==> src/itit_pkg.sv <==
// Shared types, constants and tables for the ISO tier image tuning block.
// No dependencies; every module of the block imports this package.
`default_nettype none

package itit_pkg;

  // Control word geometry
  localparam int CTRL_N = 5;
  localparam int CTRL_W = 7;
  localparam int TIER_W = 2;
  localparam int TIER_N = 4;
  localparam int ISO_W  = 32;
  localparam int MODE_W = 2;
  localparam int CFG_IDX_W  = 3;
  localparam int CFG_DATA_W = 7;

  localparam logic [CTRL_W-1:0] CTRL_MAX = 7'd100;

  // Control lane order
  localparam int CTRL_SAT      = 0;
  localparam int CTRL_SHARP    = 1;
  localparam int CTRL_SPATIAL  = 2;
  localparam int CTRL_TEMPORAL = 3;
  localparam int CTRL_GAMMA    = 4;

  // Configuration register indexes
  typedef enum logic [CFG_IDX_W-1:0] {
    CFG_BASE_SAT      = 3'd0,
    CFG_BASE_SHARP    = 3'd1,
    CFG_BASE_SPATIAL  = 3'd2,
    CFG_BASE_TEMPORAL = 3'd3,
    CFG_BASE_GAMMA    = 3'd4,
    CFG_MODE          = 3'd5
  } cfg_idx_t;

  // Tuning modes; the fourth code falls back to the normal table
  typedef enum logic [MODE_W-1:0] {
    MODE_NORMAL = 2'd0,
    MODE_QUIET  = 2'd1,
    MODE_DETAIL = 2'd2
  } mode_t;

  localparam logic [MODE_W-1:0] MODE_RST = MODE_QUIET;

  // ISO tier upper limits (inclusive)
  localparam logic [ISO_W-1:0] ISO_LIM0 = 32'd400;
  localparam logic [ISO_W-1:0] ISO_LIM1 = 32'd1600;
  localparam logic [ISO_W-1:0] ISO_LIM2 = 32'd6400;

  // Base control reset values
  localparam logic [CTRL_W-1:0] BASE_RST [CTRL_N] = '{7'd52, 7'd32, 7'd60, 7'd52, 7'd50};

  // Per mode, per control, per tier signed deltas
  localparam logic signed [7:0] DELTA_TAB [3][CTRL_N][TIER_N] = '{
    '{ // normal
      '{ 8'sd0,  8'sd0, -8'sd6,  -8'sd14},
      '{ 8'sd0, -8'sd6, -8'sd14, -8'sd24},
      '{ 8'sd0,  8'sd8,  8'sd18,  8'sd30},
      '{ 8'sd0,  8'sd10, 8'sd22,  8'sd34},
      '{ 8'sd0,  8'sd2,  8'sd5,   8'sd8}
    },
    '{ // low noise
      '{ 8'sd0, -8'sd2, -8'sd6,  -8'sd12},
      '{-8'sd2, -8'sd4, -8'sd10, -8'sd16},
      '{ 8'sd4,  8'sd10, 8'sd18,  8'sd26},
      '{ 8'sd4,  8'sd12, 8'sd26,  8'sd36},
      '{ 8'sd0,  8'sd1,  8'sd4,   8'sd7}
    },
    '{ // detail
      '{ 8'sd5,  8'sd2, -8'sd4,  -8'sd10},
      '{ 8'sd8,  8'sd2, -8'sd8,  -8'sd18},
      '{-8'sd6,  8'sd2,  8'sd12,  8'sd24},
      '{-8'sd4,  8'sd4,  8'sd16,  8'sd28},
      '{ 8'sd0,  8'sd3,  8'sd7,   8'sd10}
    }
  };

  // Low noise cap on the 3D denoise control, per tier
  localparam logic [CTRL_W-1:0] LN_CAP [TIER_N] = '{7'd56, 7'd66, 7'd84, 7'd88};

  // Divide by 3 for magnitudes up to 100: (m * 43) >> 7
  localparam int                DIV3_MUL_W = 6;
  localparam logic [DIV3_MUL_W-1:0] DIV3_MUL = 6'd43;
  localparam int                DIV3_SHIFT = 7;

  // Queue depth between stages
  localparam int QDEPTH = 2;
  localparam int QPTR_W = (QDEPTH > 1) ? $clog2(QDEPTH) : 1;
  localparam int QCNT_W = $clog2(QDEPTH + 1);

  // One work item: targets on the way in, smoothed controls on the way out
  typedef struct packed {
    logic                           cap_en;
    logic [TIER_W-1:0]              tier;
    logic [CTRL_N-1:0][CTRL_W-1:0]  ctrl;
  } work_t;

endpackage

`default_nettype wire

==> src/itit_queue.sv <==
// Short FIFO of work items between stages of the ISO tier tuning block.
// Depends on itit_pkg (work_t, QDEPTH).
`default_nettype none

module itit_queue
  import itit_pkg::*;
(
  input  wire logic  clk,
  input  wire logic  rst_n,
  input  wire logic  push,
  input  wire work_t din,
  output logic       full,
  input  wire logic  pop,
  output work_t      dout,
  output logic       empty
);

  logic [QCNT_W-1:0] count_r, count_nxt;
  logic [QPTR_W-1:0] wr_ptr_r, wr_ptr_nxt;
  logic [QPTR_W-1:0] rd_ptr_r, rd_ptr_nxt;
  work_t             mem_r [QDEPTH];
  logic              push_ok, pop_ok;

  assign full    = (count_r == QCNT_W'(QDEPTH));
  assign empty   = (count_r == '0);
  assign push_ok = push && !full;
  assign pop_ok  = pop && !empty;
  assign dout    = mem_r[rd_ptr_r];

  // pointer and fill count update
  always_comb begin
    wr_ptr_nxt = wr_ptr_r;
    rd_ptr_nxt = rd_ptr_r;
    count_nxt  = count_r;
    if (push_ok) begin
      wr_ptr_nxt = (wr_ptr_r == QPTR_W'(QDEPTH - 1)) ? '0 : wr_ptr_r + 1'b1;
    end
    if (pop_ok) begin
      rd_ptr_nxt = (rd_ptr_r == QPTR_W'(QDEPTH - 1)) ? '0 : rd_ptr_r + 1'b1;
    end
    if (push_ok && !pop_ok) begin
      count_nxt = count_r + 1'b1;
    end else if (pop_ok && !push_ok) begin
      count_nxt = count_r - 1'b1;
    end
  end

  always_ff @(posedge clk) begin
    if (!rst_n) begin
      count_r  <= '0;
      wr_ptr_r <= '0;
      rd_ptr_r <= '0;
    end else begin
      count_r  <= count_nxt;
      wr_ptr_r <= wr_ptr_nxt;
      rd_ptr_r <= rd_ptr_nxt;
    end
  end

  // storage, no reset
  always_ff @(posedge clk) begin
    if (push_ok) begin
      mem_r[wr_ptr_r] <= din;
    end
  end

  a_count_bound: assert property (@(posedge clk) disable iff (!rst_n)
    count_r <= QCNT_W'(QDEPTH))
    else $error("queue fill count above depth");

  a_push_not_empty: assert property (@(posedge clk) disable iff (!rst_n)
    (push_ok && !pop_ok) |=> !empty)
    else $error("queue empty after a transfer in");

endmodule

`default_nettype wire

==> src/itit_front.sv <==
// Front stage: configuration registers, ISO tier classification and target
// computation (delta, clamp, low noise cap). Depends on itit_pkg.
`default_nettype none

module itit_front
  import itit_pkg::*;
(
  input  wire logic                  clk,
  input  wire logic                  rst_n,
  input  wire logic                  cfg_valid,
  output logic                       cfg_ready,
  input  wire logic [CFG_IDX_W-1:0]  cfg_index,
  input  wire logic [CFG_DATA_W-1:0] cfg_data,
  input  wire logic                  in_push,
  output logic                       in_full,
  input  wire logic [ISO_W-1:0]      in_iso,
  output logic                       q_push,
  output work_t                      q_item,
  input  wire logic                  q_full
);

  logic [CTRL_N-1:0][CTRL_W-1:0] base_r, base_nxt;
  logic [MODE_W-1:0]             mode_r, mode_nxt;
  logic                          valid_r, valid_nxt;
  work_t                         stg_r;
  work_t                         work;
  logic                          accept;
  logic [TIER_W-1:0]             tier;
  logic [1:0]                    tab;
  logic signed [8:0]             sum [CTRL_N];

  assign cfg_ready = 1'b1;

  // configuration write decode; unknown indexes are dropped
  always_comb begin
    base_nxt = base_r;
    mode_nxt = mode_r;
    if (cfg_valid) begin
      unique case (cfg_index)
        CFG_BASE_SAT:      base_nxt[CTRL_SAT]      = cfg_data;
        CFG_BASE_SHARP:    base_nxt[CTRL_SHARP]    = cfg_data;
        CFG_BASE_SPATIAL:  base_nxt[CTRL_SPATIAL]  = cfg_data;
        CFG_BASE_TEMPORAL: base_nxt[CTRL_TEMPORAL] = cfg_data;
        CFG_BASE_GAMMA:    base_nxt[CTRL_GAMMA]    = cfg_data;
        CFG_MODE:          mode_nxt                = cfg_data[MODE_W-1:0];
        default:           ;
      endcase
    end
  end

  always_ff @(posedge clk) begin
    if (!rst_n) begin
      for (int i = 0; i < CTRL_N; i++) begin
        base_r[i] <= BASE_RST[i];
      end
      mode_r <= MODE_RST;
    end else begin
      base_r <= base_nxt;
      mode_r <= mode_nxt;
    end
  end

  // tier classification
  always_comb begin
    priority if (in_iso <= ISO_LIM0) begin
      tier = 2'd0;
    end else if (in_iso <= ISO_LIM1) begin
      tier = 2'd1;
    end else if (in_iso <= ISO_LIM2) begin
      tier = 2'd2;
    end else begin
      tier = 2'd3;
    end
  end

  // unused mode code takes the normal table
  assign tab = (mode_r > MODE_DETAIL) ? MODE_NORMAL : mode_r;

  // targets: base + delta, clamped to 0..100, then the 3D denoise cap in low noise mode
  always_comb begin
    work.cap_en = (mode_r == MODE_QUIET);
    work.tier   = tier;
    for (int i = 0; i < CTRL_N; i++) begin
      sum[i] = $signed({2'b00, base_r[i]}) + $signed({DELTA_TAB[tab][i][tier][7],
                                                       DELTA_TAB[tab][i][tier]});
      if (sum[i][8]) begin
        work.ctrl[i] = '0;
      end else if (sum[i] > $signed({2'b00, CTRL_MAX})) begin
        work.ctrl[i] = CTRL_MAX;
      end else begin
        work.ctrl[i] = sum[i][CTRL_W-1:0];
      end
    end
    if (work.cap_en && (work.ctrl[CTRL_TEMPORAL] > LN_CAP[tier])) begin
      work.ctrl[CTRL_TEMPORAL] = LN_CAP[tier];
    end
  end

  // stage register toward the queue
  assign in_full   = valid_r && q_full;
  assign accept    = in_push && !in_full;
  assign q_push    = valid_r;
  assign q_item    = stg_r;
  assign valid_nxt = accept ? 1'b1 : (valid_r && q_full);

  always_ff @(posedge clk) begin
    if (!rst_n) begin
      valid_r <= 1'b0;
    end else begin
      valid_r <= valid_nxt;
    end
  end

  always_ff @(posedge clk) begin
    if (accept) begin
      stg_r <= work;
    end
  end

endmodule

`default_nettype wire

==> src/itit_back.sv <==
// Back stage: smoothing of the targets against the held controls, low noise
// cap reapplied, held state update. Depends on itit_pkg.
`default_nettype none

module itit_back
  import itit_pkg::*;
(
  input  wire logic  clk,
  input  wire logic  rst_n,
  input  wire logic  q_empty,
  input  wire work_t q_item,
  output logic       q_pop,
  input  wire logic  o_full,
  output logic       o_push,
  output work_t      o_item
);

  localparam int PROD_W = CTRL_W + DIV3_MUL_W;

  logic                          active_r, active_nxt;
  logic [CTRL_N-1:0][CTRL_W-1:0] held_r, held_nxt;
  logic [CTRL_N-1:0][CTRL_W-1:0] pick;
  logic signed [CTRL_W:0]        diff [CTRL_N];
  logic [CTRL_W-1:0]             mag  [CTRL_N];
  logic [PROD_W-1:0]             prod [CTRL_N];
  logic [CTRL_W-1:0]             step [CTRL_N];
  logic [CTRL_W-1:0]             sm   [CTRL_N];
  logic                          fire;

  assign fire  = !q_empty && !o_full;
  assign q_pop = fire;

  // per lane: held + (target - held) / 3, truncating toward zero
  for (genvar g = 0; g < CTRL_N; g++) begin : g_lane
    assign diff[g] = $signed({1'b0, q_item.ctrl[g]}) - $signed({1'b0, held_r[g]});
    assign mag[g]  = diff[g][CTRL_W] ? CTRL_W'(-diff[g]) : diff[g][CTRL_W-1:0];
    assign prod[g] = PROD_W'(mag[g]) * PROD_W'(DIV3_MUL);
    assign step[g] = CTRL_W'(prod[g] >> DIV3_SHIFT);
    assign sm[g]   = diff[g][CTRL_W] ? held_r[g] - step[g] : held_r[g] + step[g];
    assign pick[g] = active_r ? sm[g] : q_item.ctrl[g];
  end

  // cap reapplied after smoothing
  always_comb begin
    held_nxt   = held_r;
    active_nxt = active_r;
    if (fire) begin
      held_nxt   = pick;
      active_nxt = 1'b1;
      if (q_item.cap_en && (pick[CTRL_TEMPORAL] > LN_CAP[q_item.tier])) begin
        held_nxt[CTRL_TEMPORAL] = LN_CAP[q_item.tier];
      end
    end
  end

  always_ff @(posedge clk) begin
    if (!rst_n) begin
      active_r <= 1'b0;
      held_r   <= '0;
    end else begin
      active_r <= active_nxt;
      held_r   <= held_nxt;
    end
  end

  // result toward the output queue
  assign o_push        = fire;
  assign o_item.cap_en = 1'b0;
  assign o_item.tier   = q_item.tier;
  assign o_item.ctrl   = held_nxt;

  a_held_range: assert property (@(posedge clk) disable iff (!rst_n)
    (held_r[0] <= CTRL_MAX) && (held_r[1] <= CTRL_MAX) && (held_r[2] <= CTRL_MAX) &&
    (held_r[3] <= CTRL_MAX) && (held_r[4] <= CTRL_MAX))
    else $error("held control above 100");

  a_cap_held: assert property (@(posedge clk) disable iff (!rst_n)
    (fire && q_item.cap_en) |=> (held_r[CTRL_TEMPORAL] <= LN_CAP[$past(q_item.tier)]))
    else $error("3D denoise above low noise cap");

  a_active_set: assert property (@(posedge clk) disable iff (!rst_n)
    fire |=> active_r)
    else $error("smoothing not active after a transfer");

endmodule

`default_nettype wire

==> src/iso_tier_image_tuning.sv <==
// ISO tier image tuning, top level. An input transfer loads the front stage
// register; from there the item moves into the mid queue and, through the back
// stage, into the output queue, where the result shows.
// Throughput: one item per cycle while no queue is full; the held-control update
// in the back stage completes with each transfer, so items follow back to back.
// Reset: synchronous active low; base controls and mode return to defaults,
// held controls clear to 0 and the first item after reset is not smoothed.
`default_nettype none

module iso_tier_image_tuning
  import itit_pkg::*;
(
  input  wire logic                  clk,
  input  wire logic                  rst_n,
  input  wire logic                  cfg_valid,
  output logic                       cfg_ready,
  input  wire logic [CFG_IDX_W-1:0]  cfg_index,
  input  wire logic [CFG_DATA_W-1:0] cfg_data,
  input  wire logic                  in_push,
  output logic                       in_full,
  input  wire logic [ISO_W-1:0]      in_iso,
  input  wire logic                  out_pop,
  output logic                       out_empty,
  output logic [CTRL_W-1:0]          out_saturation_out,
  output logic [CTRL_W-1:0]          out_sharpness_out,
  output logic [CTRL_W-1:0]          out_denoise_spatial_out,
  output logic [CTRL_W-1:0]          out_denoise_temporal_out,
  output logic [CTRL_W-1:0]          out_gamma_out,
  output logic [TIER_W-1:0]          out_tier_out
);

  logic  mq_push, mq_full, mq_pop, mq_empty;
  work_t mq_din, mq_dout;
  logic  oq_push, oq_full;
  work_t oq_din, oq_dout;

  itit_front u_front (
    .clk       (clk),
    .rst_n     (rst_n),
    .cfg_valid (cfg_valid),
    .cfg_ready (cfg_ready),
    .cfg_index (cfg_index),
    .cfg_data  (cfg_data),
    .in_push   (in_push),
    .in_full   (in_full),
    .in_iso    (in_iso),
    .q_push    (mq_push),
    .q_item    (mq_din),
    .q_full    (mq_full)
  );

  itit_queue u_mid_q (
    .clk   (clk),
    .rst_n (rst_n),
    .push  (mq_push),
    .din   (mq_din),
    .full  (mq_full),
    .pop   (mq_pop),
    .dout  (mq_dout),
    .empty (mq_empty)
  );

  itit_back u_back (
    .clk     (clk),
    .rst_n   (rst_n),
    .q_empty (mq_empty),
    .q_item  (mq_dout),
    .q_pop   (mq_pop),
    .o_full  (oq_full),
    .o_push  (oq_push),
    .o_item  (oq_din)
  );

  itit_queue u_out_q (
    .clk   (clk),
    .rst_n (rst_n),
    .push  (oq_push),
    .din   (oq_din),
    .full  (oq_full),
    .pop   (out_pop),
    .dout  (oq_dout),
    .empty (out_empty)
  );

  // result fields
  assign out_saturation_out       = oq_dout.ctrl[CTRL_SAT];
  assign out_sharpness_out        = oq_dout.ctrl[CTRL_SHARP];
  assign out_denoise_spatial_out  = oq_dout.ctrl[CTRL_SPATIAL];
  assign out_denoise_temporal_out = oq_dout.ctrl[CTRL_TEMPORAL];
  assign out_gamma_out            = oq_dout.ctrl[CTRL_GAMMA];
  assign out_tier_out             = oq_dout.tier;

endmodule

`default_nettype wire
==> config.mk <==
export PLATFORM = sky130hd
export DESIGN_NAME = iso_tier_image_tuning
export DESIGN_NICKNAME = d
export VERILOG_FILES = /design/src/itit_pkg.sv /design/src/itit_queue.sv /design/src/itit_front.sv /design/src/itit_back.sv /design/src/iso_tier_image_tuning.sv
export SDC_FILE = /design/constraint.sdc
export NUM_CORES = 1
export LEC_CHECK = 0
export ABC_AREA = 1
export BUFFER_PORTS_ARGS = -buffer_cell sky130_fd_sc_hd__clkbuf_2
export CORE_MARGIN = 4
export CORE_UTILIZATION = 57
export CTS_CLUSTER_SIZE = 40
export DETAILED_ROUTE_END_ITERATION = 8
export PLACE_DENSITY = 0.82
export SETUP_SLACK_MARGIN = 0.3
export SLEW_MARGIN = 20
export SYNTH_ARGS = -nofsm -noshare
export SYNTH_HDL_FRONTEND = slang
export SYNTH_SLANG_ARGS = --single-unit
export TNS_END_PERCENT = 20
==> constraint.sdc <==
create_clock -name clk -period 7.6 [get_ports clk]
set_clock_uncertainty 0.15 [all_clocks]
set_input_delay 1.52 -clock clk [delete_from_list [all_inputs] [get_ports clk]]
set_output_delay 1.52 -clock clk [all_outputs]
set_load 0.02 [all_outputs]
### After elaboration in Yosys (flattened, before gate mapping)

Memories as Yosys holds them, arrays and structs flattened. A register that Yosys moved wholly into a read port is not among the register bits.
Index checks and enable logic that the tools add are counted.

* memories: 2
* bits of input ports: 47
* output and inout bits: 40
* bits in writable memories: 150
* word-level logic and storage cells: 201
* flip-flop bits (word level): 120

* equality and inequality tests: 8
* bitwise operators: 3
* reductions and logical operators: 37
* mux-type cells: 69
* $add $sub $neg: 33
* multipliers: 5
* $lt $le $gt $ge: 14

Memory list
* u_mid_q.mem_r: words 2, width 38, read ports 1, clocked after memory_dff 1, wr ports 1, RTL line itit_queue.sv:21 `work_t mem_r [QDEPTH];`
* u_out_q.mem_r: words 2, width 37, read ports 1, clocked after memory_dff 1, wr ports 1, RTL line itit_queue.sv:21

Operators with widths (count)
* $bmux 160 s2: 1
* $mux 160: 2
* $mux 7: 27
* $bmux 8 s2: 5
* $mux 8: 10
* $mul 7x6->13 const B: 5
* $add 8x8->9: 5
* $gt 9x8->1 const B: 5
* $sub 7x7->8: 5
* $add 7x6->7: 5
* $mux 35: 1
* $neg 7->7: 5
* $sub 7x6->7: 5
* $le 32x11->1 const B: 1
* $le 32x13->1 const B: 1
* $le 32x9->1 const B: 1
* $bmux 7 s2: 2
* $gt 7x7->1: 2
* $mux 1: 14
* $mux 2: 7
* $logic_and 1x1->1: 13
* $reduce_and 2->1: 6
* $ge 3x3->1 const B: 3
* $logic_not 1->1: 9
* 14 further kinds: 29

### Logic depth before layout (Yosys ltp)

Gate-level depths: netlist (run 1).

* word-level depth: 16
* depth in mapped cells: 56
* depth with buffers taken out: 55

### Modules after synthesis

From an unflattened synthesis (run 1), not the netlist that was laid out.

* cell total of the unflattened synthesis: 2484
* area, all modules: 21757.1 um^2

Modules (own cells, without submodules)
* itit_back: seq. area each 720.7 um^2, times used 1, area each 10284.9 um^2, cells each 1463
* itit_queue: seq. area each 2382.3 um^2, times used 2, area each 3069.2 um^2, cells each 156
* itit_front: seq. area each 1901.8 um^2, times used 1, area each 5333.9 um^2, cells each 709

### Worst setup path after synthesis (run 1)

No wires, ideal clock.

* kind: register -> register
* start: register with a tool-made name
* end: register u_back.held_r[22] in the netlist's numbering
* data required time: 7.391 ns
* stages on the path, launching flop included: 51
* path buffers: 3
* period minus slack after synthesis: 8.319 ns
* arrival time: 8.110 ns
* setup time: 0.059 ns
* setup slack: -0.719 ns
* path through: dfxtp_1 buf_1 clkbuf_1 clkbuf_1 nand2_1 nand2_1 ha_1 nand2_1 inv_1 a21oi_1 nand2_1 inv_1 nand2_1 xor2_1 ha_1 inv_1 fa_1 fa_1 [15 not listed] a21oi_1 xor2_1 inv_1 nand3_1 nand3_1 nand2_1 ha_1 nand2_1 inv_1 nand3_1 inv_1 o21ai_0 nand3_1 nand3_1 inv_1 or2_2 a22oi_1 and2_1

RTL lines
* end signal, assigned: RTL line itit_back.sv:62 `held_r <= held_nxt;`
* end, declared: RTL line itit_back.sv:21 `logic [CTRL_N-1:0][CTRL_W-1:0] held_r, held_nxt;`

==> impl_metrics.py, run 1 <==
metrics = {
    "run_status": {
        "status": "finished, violations left",
        "failed_checks": "setup timing",
    },
    "synthesis": {
        "yosys.cell_types.count": 55,
        "synth.avg_cell_area_um2": 8.54,
        "synthArstFlopShare_pct": 0,
        "yosys.area.top_type": "edfxtp_1",
        "yosysMostFrequentCell": "nand2_1",
        "synth_top_area_share_pct": 27.4,
        "synth-seq-cells": 272,
        "ys_seq_area_share_pct": 35.5,
        "synth_ff_type": "edfxtp_1",
        "synth-edff-count": 188,
        "synthTopCellsByArea": "edfxtp_1 27%, ha_1 17%, nand2_1 8.2%, dfxtp_1 8.2%, inv_1 6.9%",
        "synth_cells": 2413,
        "synth_commonest_cells": "451 x nand2_1, 381 x inv_1, 277 x ha_1, 210 x nor2_1, 188 x edfxtp_1",
        "syn_nets": 2782,
        "synth.cell_area_um2": 20600,
        "yosys_warnings": 0,
    },
    "setup_path": {
        "worstPathMaxFanout": 8,
        "cp-start-kind": "flip-flop",
        "required_ns": 7.75,
        "cp_slowest_cell": "fa_1",
        "arrival_ns": 8.31,
        "timing_worst_setup_path_type": "flip-flop to flip-flop",
        "cp-end-kind": "flip-flop",
        "critical_path.max_stage_delay_ns": 0.56,
    },
    "timing": {
        "rsz0062_at_grt": "yes",
        "final.period_utilization_pct": 107,
        "setup_ws_ns": -0.560,
        "fmax_ghz": 0.123,
        "hold_viol_final": 0,
        "worst_pin_slew_ns": 1.10,
        "setup_viol": 23,
        "relSlewSlack_pct": 25.9,
        "slew_violations": 0,
        "layout_min_cycle_time_ns": 8.16,
    },
    "final_layout": {
        "fin_area_um2": 24100,
        "multiInputGateArea_um2": 12500,
        "fin_nets": 2955,
        "layout-drive-gt1-share_pct": 17.8,
        "instances_no_fill": 3070,
        "syn_to_final_growth_pct": 16.7,
        "regArea_um2": 7330,
        "n_antenna_cell": 0,
        "nFillCells": 2567,
    },
    "placed_design": {
        "port_buffers": 85,
        "dpl_cell_area_um2": 22000,
        "placed_cells_incl_taps": 2969,
        "hpwlAfterDp_um": 34900,
        "gp_congestion": 0.927,
    },
    "clock_tree": {
        "cts.htree.levels": 1,
        "cts_sinks": 272,
        "clk_latency_ns": 0.58,
        "clock_tree.root_cell": "clkbuf_16",
        "cts_tree": "built",
        "clkSlewWorstSetupHoldPaths_ns": 0.07,
        "ctsHoldBuffers": 0,
        "cts_inserted_buffers": 29,
        "cts.path.max_buffers": 3,
    },
    "die": {
        "chipHeight_um": 198,
        "die_w_um": 198,
        "start_util_pct": 57.8,
        "die_area_um2": 39300,
        "core-area_um2": 35700,
        "rows": 69,
        "io_pins": 87,
    },
    "grt": {
        "track_usage_pct": 24.1,
        "grt_remaining_overflow": 0,
        "grt_pass1_wl_um": 79300,
        "grt_pass1_vias": 17000,
        "grt_max_degree": 65,
        "antenna_found_initial": 1,
    },
    "worst_hold_path": {
        "hold_class": "flip-flop to flip-flop",
        "worstHoldStart": "u_front.q_item[21]",
    },
    "route": {
        "wl_um": 51700,
        "via_count": 17300,
        "post_drt_wl_per_cell_um": 16.8,
        "drtIter0Drc": 1449,
        "vias_per_cell": 5.64,
        "drt_pass1_iterations": 9,
        "route.detailed.drc": 0,
        "ant_nets": 0,
    },
    "flow_run": {
        "max-cap-violations": 0,
    },
}
==> per-stage QoR <==
stage	TNS (ns)	hold WS [ns]	worst slack (ns)	utilization, %
2_1_floorplan	0	0.268	0.301	-
3_3_place_gp	0	0.274	0.0911	61.6
3_5_place_dp	-3.50	0.280	-0.235	61.6
4_1_cts	0	0.258	0.143	65.7
5_1_grt	-19.25	0.290	-0.754	67.5
6_report	-10.72	0.258	-0.560	67.5
==> cells in the final DEF (no fill, tap or decap), drive strengths merged, types with 15 or more instances in the layout <==
| cell type | netlist | final |
|---|---|---|
| dfxtp | 84 | 84 |
| nand2 | 459 | 459 |
| clkbuf | 30 | 118 |
| fa | 45 | 45 |
| nor2 | 212 | 212 |
| xnor2 | 35 | 35 |
| a21oi | 133 | 133 |
| ha | 277 | 277 |
| edfxtp | 188 | 188 |
| buf | 7 | 94 |
| nand3 | 101 | 101 |
| inv | 395 | 399 |
| o21ai | 131 | 131 |
| o211ai | 15 | 15 |
| mux2 | 37 | 37 |
| nor3 | 26 | 26 |
| xor2 | 94 | 94 |
| and2 | 25 | 25 |
==> cells by family after synthesis <==
family / share of synthesized area, %
compound gates: 9.51
xor+xnor: 5.52
fa+ha+maj: 21.2
buf+inv: 7.97
flops: 35.5
mux: 2.26
other cells: 0.0182
simple gates: 18.0
==> critical path, delay by kind of cell, from the launching register on <==
family | cells | cell delay (ns)
fa+ha+maj | 7 | 2.05
compound gates | 12 | 1.68
simple gates | 14 | 1.55
buf+inv | 14 | 1.23
xor+xnor | 4 | 0.78
flops | 1 | 0.42
==> timing repair <==
action | CTS | global route
cloned | 0 | 0
pin swaps | 54 | 70
resized for setup | 79 | 106
setup endpoints to repair | 50 | 73
buffers inserted | 29 | 18
==> metal layers <==
layer | share of wire, % | global-route usage [%]
met4 | 3.7 | 6.68
met2 | 48 | 42.6
met1 | 40 | 30.9
met5 | 0.025 | 0
met3 | 7.9 | 3.88
==> area by class of cell <==
type	count	area share, %
clock buffers	33	3.08
clock inverters	21	0.744
inverters	398	6.27
multi-input cells	1706	52.1
flip-flops and latches	272	30.5
well taps	461	2.40
repair buffers	179	4.92
==> state kept, by name, summed over array words and instances (netlist names), 2 cells and up, named ones only <==
name,count
u_back.held_r,35
u_front.base_r,35
u_front.mode_r,2
u_front.q_item,38
u_mid_q.count_r,2
u_mid_q.mem_r,76
u_out_q.count_r,2
u_out_q.mem_r,74
==> path summary, 6_finish.rpt <==
kind                          endpoint  slack (ns)  depth (start not counted)
hold reg to reg   u_mid_q.mem_r[0][21]        0.26                          0
hold / removal    u_mid_q.mem_r[0][21]        0.26                          0
setup reg to reg  u_out_q.mem_r[1][26]       -0.56                         51
setup / recovery  u_out_q.mem_r[1][26]       -0.56                         51
Power of run 1 is left out: the tool's default activity adds up to more than one toggle a clock period on the data nets, which glitch-free logic cannot reach.
==> run 2: changes to the inputs <==
--- a/config.mk
+++ b/config.mk
@@ -8,10 +8,10 @@
 export ABC_AREA = 1
 export BUFFER_PORTS_ARGS = -buffer_cell sky130_fd_sc_hd__clkbuf_2
 export CORE_MARGIN = 4
-export CORE_UTILIZATION = 57
+export CORE_UTILIZATION = 55
 export CTS_CLUSTER_SIZE = 40
 export DETAILED_ROUTE_END_ITERATION = 8
-export PLACE_DENSITY = 0.82
+export PLACE_DENSITY = 0.77
 export SETUP_SLACK_MARGIN = 0.3
 export SLEW_MARGIN = 20
 export SYNTH_ARGS = -nofsm -noshare
==> constraint.sdc (replaced) <==
create_clock -name clk -period 9.85 [get_ports clk]
set_clock_uncertainty 0.15 [all_clocks]
set_input_delay 1.97 -clock clk [delete_from_list [all_inputs] [get_ports clk]]
set_output_delay 1.97 -clock clk [all_outputs]
set_load 0.02 [all_outputs]
==> run 2 against run 1 <==
  * The run now ends clean
  * Utilization decreased by 5.8 points
  * Hold slack improved by 0.033 ns
  * Cell area decreased by 5.7%
  * Flip-flop and latch count unchanged
  * Wire length decreased by 14%
  * Sequential share of layout area increased by 1.8 points
  * Critical path type unchanged
  * Non-clock buffer count decreased by 80
  * Setup slack improved by 1.6 ns
  * Die area increased by 3.5%
  * Critical path depth decreased by 2
==> impl_metrics.py, run 2 (synthesized netlist as in run 1, its figures left out) <==
metrics = {
    "route": {
        "ant_nets": 0,
        "via_count": 16100,
        "drt_pass1_iterations": 5,
        "post_drt_wl_per_cell_um": 14.9,
        "drtIter0Drc": 875,
        "route.detailed.drc": 0,
        "vias_per_cell": 5.36,
        "wl_um": 44500,
    },
    "setup_path": {
        "cp-start-kind": "flip-flop",
        "critical_path.max_stage_delay_ns": 0.52,
        "required_ns": 10.21,
        "cp_top_family": "adder cells",
        "cp_slowest_cell": "fa_1",
        "r2r_end": "u_back.held_r[22]",
        "worstPathMaxFanout": 8,
        "arrival_ns": 9.15,
        "r2r_slack_ns": 1.06,
        "path_depth": 49,
        "critPathBufInv": 9,
        "crit_path_frequent_cell": "nand2_1",
        "timing_worst_setup_path_type": "flip-flop to flip-flop",
        "cp-end-kind": "flip-flop",
        "rr_worst_depth": 49,
        "crit_end": "u_back.held_r[22]",
    },
    "clock_tree": {
        "cts_tree": "built",
        "cts.path.max_buffers": 3,
        "cts_sinks": 272,
        "clock_tree.root_cell": "clkbuf_16",
        "cts_inserted_buffers": 29,
        "clkSlewWorstSetupHoldPaths_ns": 0.06,
        "clk_latency_ns": 0.57,
        "ctsHoldBuffers": 0,
        "cts.htree.levels": 1,
    },
    "worst_hold_path": {
        "hold_depth": 0,
        "hold_class": "flip-flop to flip-flop",
    },
    "flow_run": {
        "max-cap-violations": 0,
    },
    "final_layout": {
        "syn_to_final_growth_pct": 10.0,
        "fin_nets": 2875,
        "mostFrequentLayoutCells": "450 x nand2_1, 380 x inv_1, 277 x ha_1, 206 x nor2_1, 188 x edfxtp_1",
        "nFillCells": 3119,
        "largest-register": "u_mid_q.mem_r",
        "layout-drive-gt1-share_pct": 9.61,
        "layout_commonest_cell": "nand2_1",
        "regArea_um2": 7330,
        "largest_reg_flops": 76,
        "n_antenna_cell": 0,
        "multiInputGateArea_um2": 11700,
        "instances_no_fill": 2996,
    },
    "die": {
        "start_util_pct": 56.0,
        "core-area_um2": 36800,
        "chipHeight_um": 202,
        "die_w_um": 202,
        "io_pins": 87,
        "rows": 70,
        "die_area_um2": 40600,
    },
    "timing": {
        "rsz0062_at_grt": "no",
        "layout_min_cycle_time_ns": 8.79,
        "final.period_utilization_pct": 89.2,
        "hold_viol_final": 0,
        "fmax_ghz": 0.114,
        "worst_pin_slew_ns": 0.984,
        "relSlewSlack_pct": 34.4,
        "tns_ns": 0,
        "setup_viol": 0,
        "slew_violations": 0,
        "setup_ws_ns": 1.06,
    },
    "grt": {
        "grt_pass1_wl_um": 75400,
        "track_usage_pct": 21.8,
        "grt_remaining_overflow": 0,
        "antenna_found_initial": 0,
        "grt_max_degree": 65,
        "grt_pass1_vias": 16000,
    },
    "placed_design": {
        "dp_slack_ns": 0.851,
        "hpwlAfterDp_um": 34000,
        "placed_cells_incl_taps": 2941,
        "gp_congestion": 0.909,
        "port_buffers": 85,
    },
    "run_status": {
        "status": "finished clean",
    },
}
-- run 2: layer usage --
metal  global-route usage, %  routed length [µm]  vias to the layer above
met3                    3.34                2550                       73
met5                       0                   0                        -
li1                        -                   -                     8150
met4                    6.20                1060                        0
met2                    37.2               20800                      430
met1                    29.0               20100                     7403
-- run 2: cell type report --
class	instances	share of cell area (%)
multi-input combinational	1706	51.8
inverter	398	6.60
timing repair buffer	99	2.44
sequential	272	32.3
tap	468	2.58
clock inverter	15	0.822
clock buffer	38	3.48
-- run 2: how the worst min path moves through the flow --
stage | startpoint | end | slack, ns
floorplan | u_front.q_item[0] | u_mid_q.mem_r[0][0] | 0.27
global placement | u_front.q_item[22] | u_mid_q.mem_r[1][22] | 0.27
detailed placement | u_front.q_item[27] | u_mid_q.mem_r[0][27] | 0.28
CTS | u_front.q_item[27] | u_mid_q.mem_r[0][27] | 0.29
global route | u_front.q_item[37] | u_mid_q.mem_r[0][37] | 0.30
finish | u_front.q_item[7] | u_mid_q.mem_r[1][7] | 0.29
-- run 2: worst reg2reg max path: cells and delay by family, from the launching register on --
kind | cells | cell delay (ns)
AOI/OAI and AO/OA | 9 | 1.53
xor gates and xnor gates | 4 | 0.84
adders and majority gates | 8 | 2.88
buffers and inverters | 9 | 0.76
DFF | 1 | 0.38
and+or+nand+nor | 19 | 2.21
-- run 2: what timing repair did --
item | 4_1_cts | 5_1_grt
setup endpoints to repair | 0 | 18
resized for setup | 0 | 11
setup buffers | 0 | 1
hold endpoints to repair | 0 | 0
-- run 2: metrics by stage --
stage / hold WS (ns) / area, µm² / util, %
6_report: 0.291 / 22700 / 61.6
5_1_grt: 0.304 / 22700 / 61.6
4_1_cts: 0.293 / 22600 / 61.4
3_5_place_dp: 0.281 / 21600 / 58.8
3_3_place_gp: 0.274 / 21600 / 58.8
2_1_floorplan: 0.271 / 20600 / -
Power of run 2 is left out for the same reason.
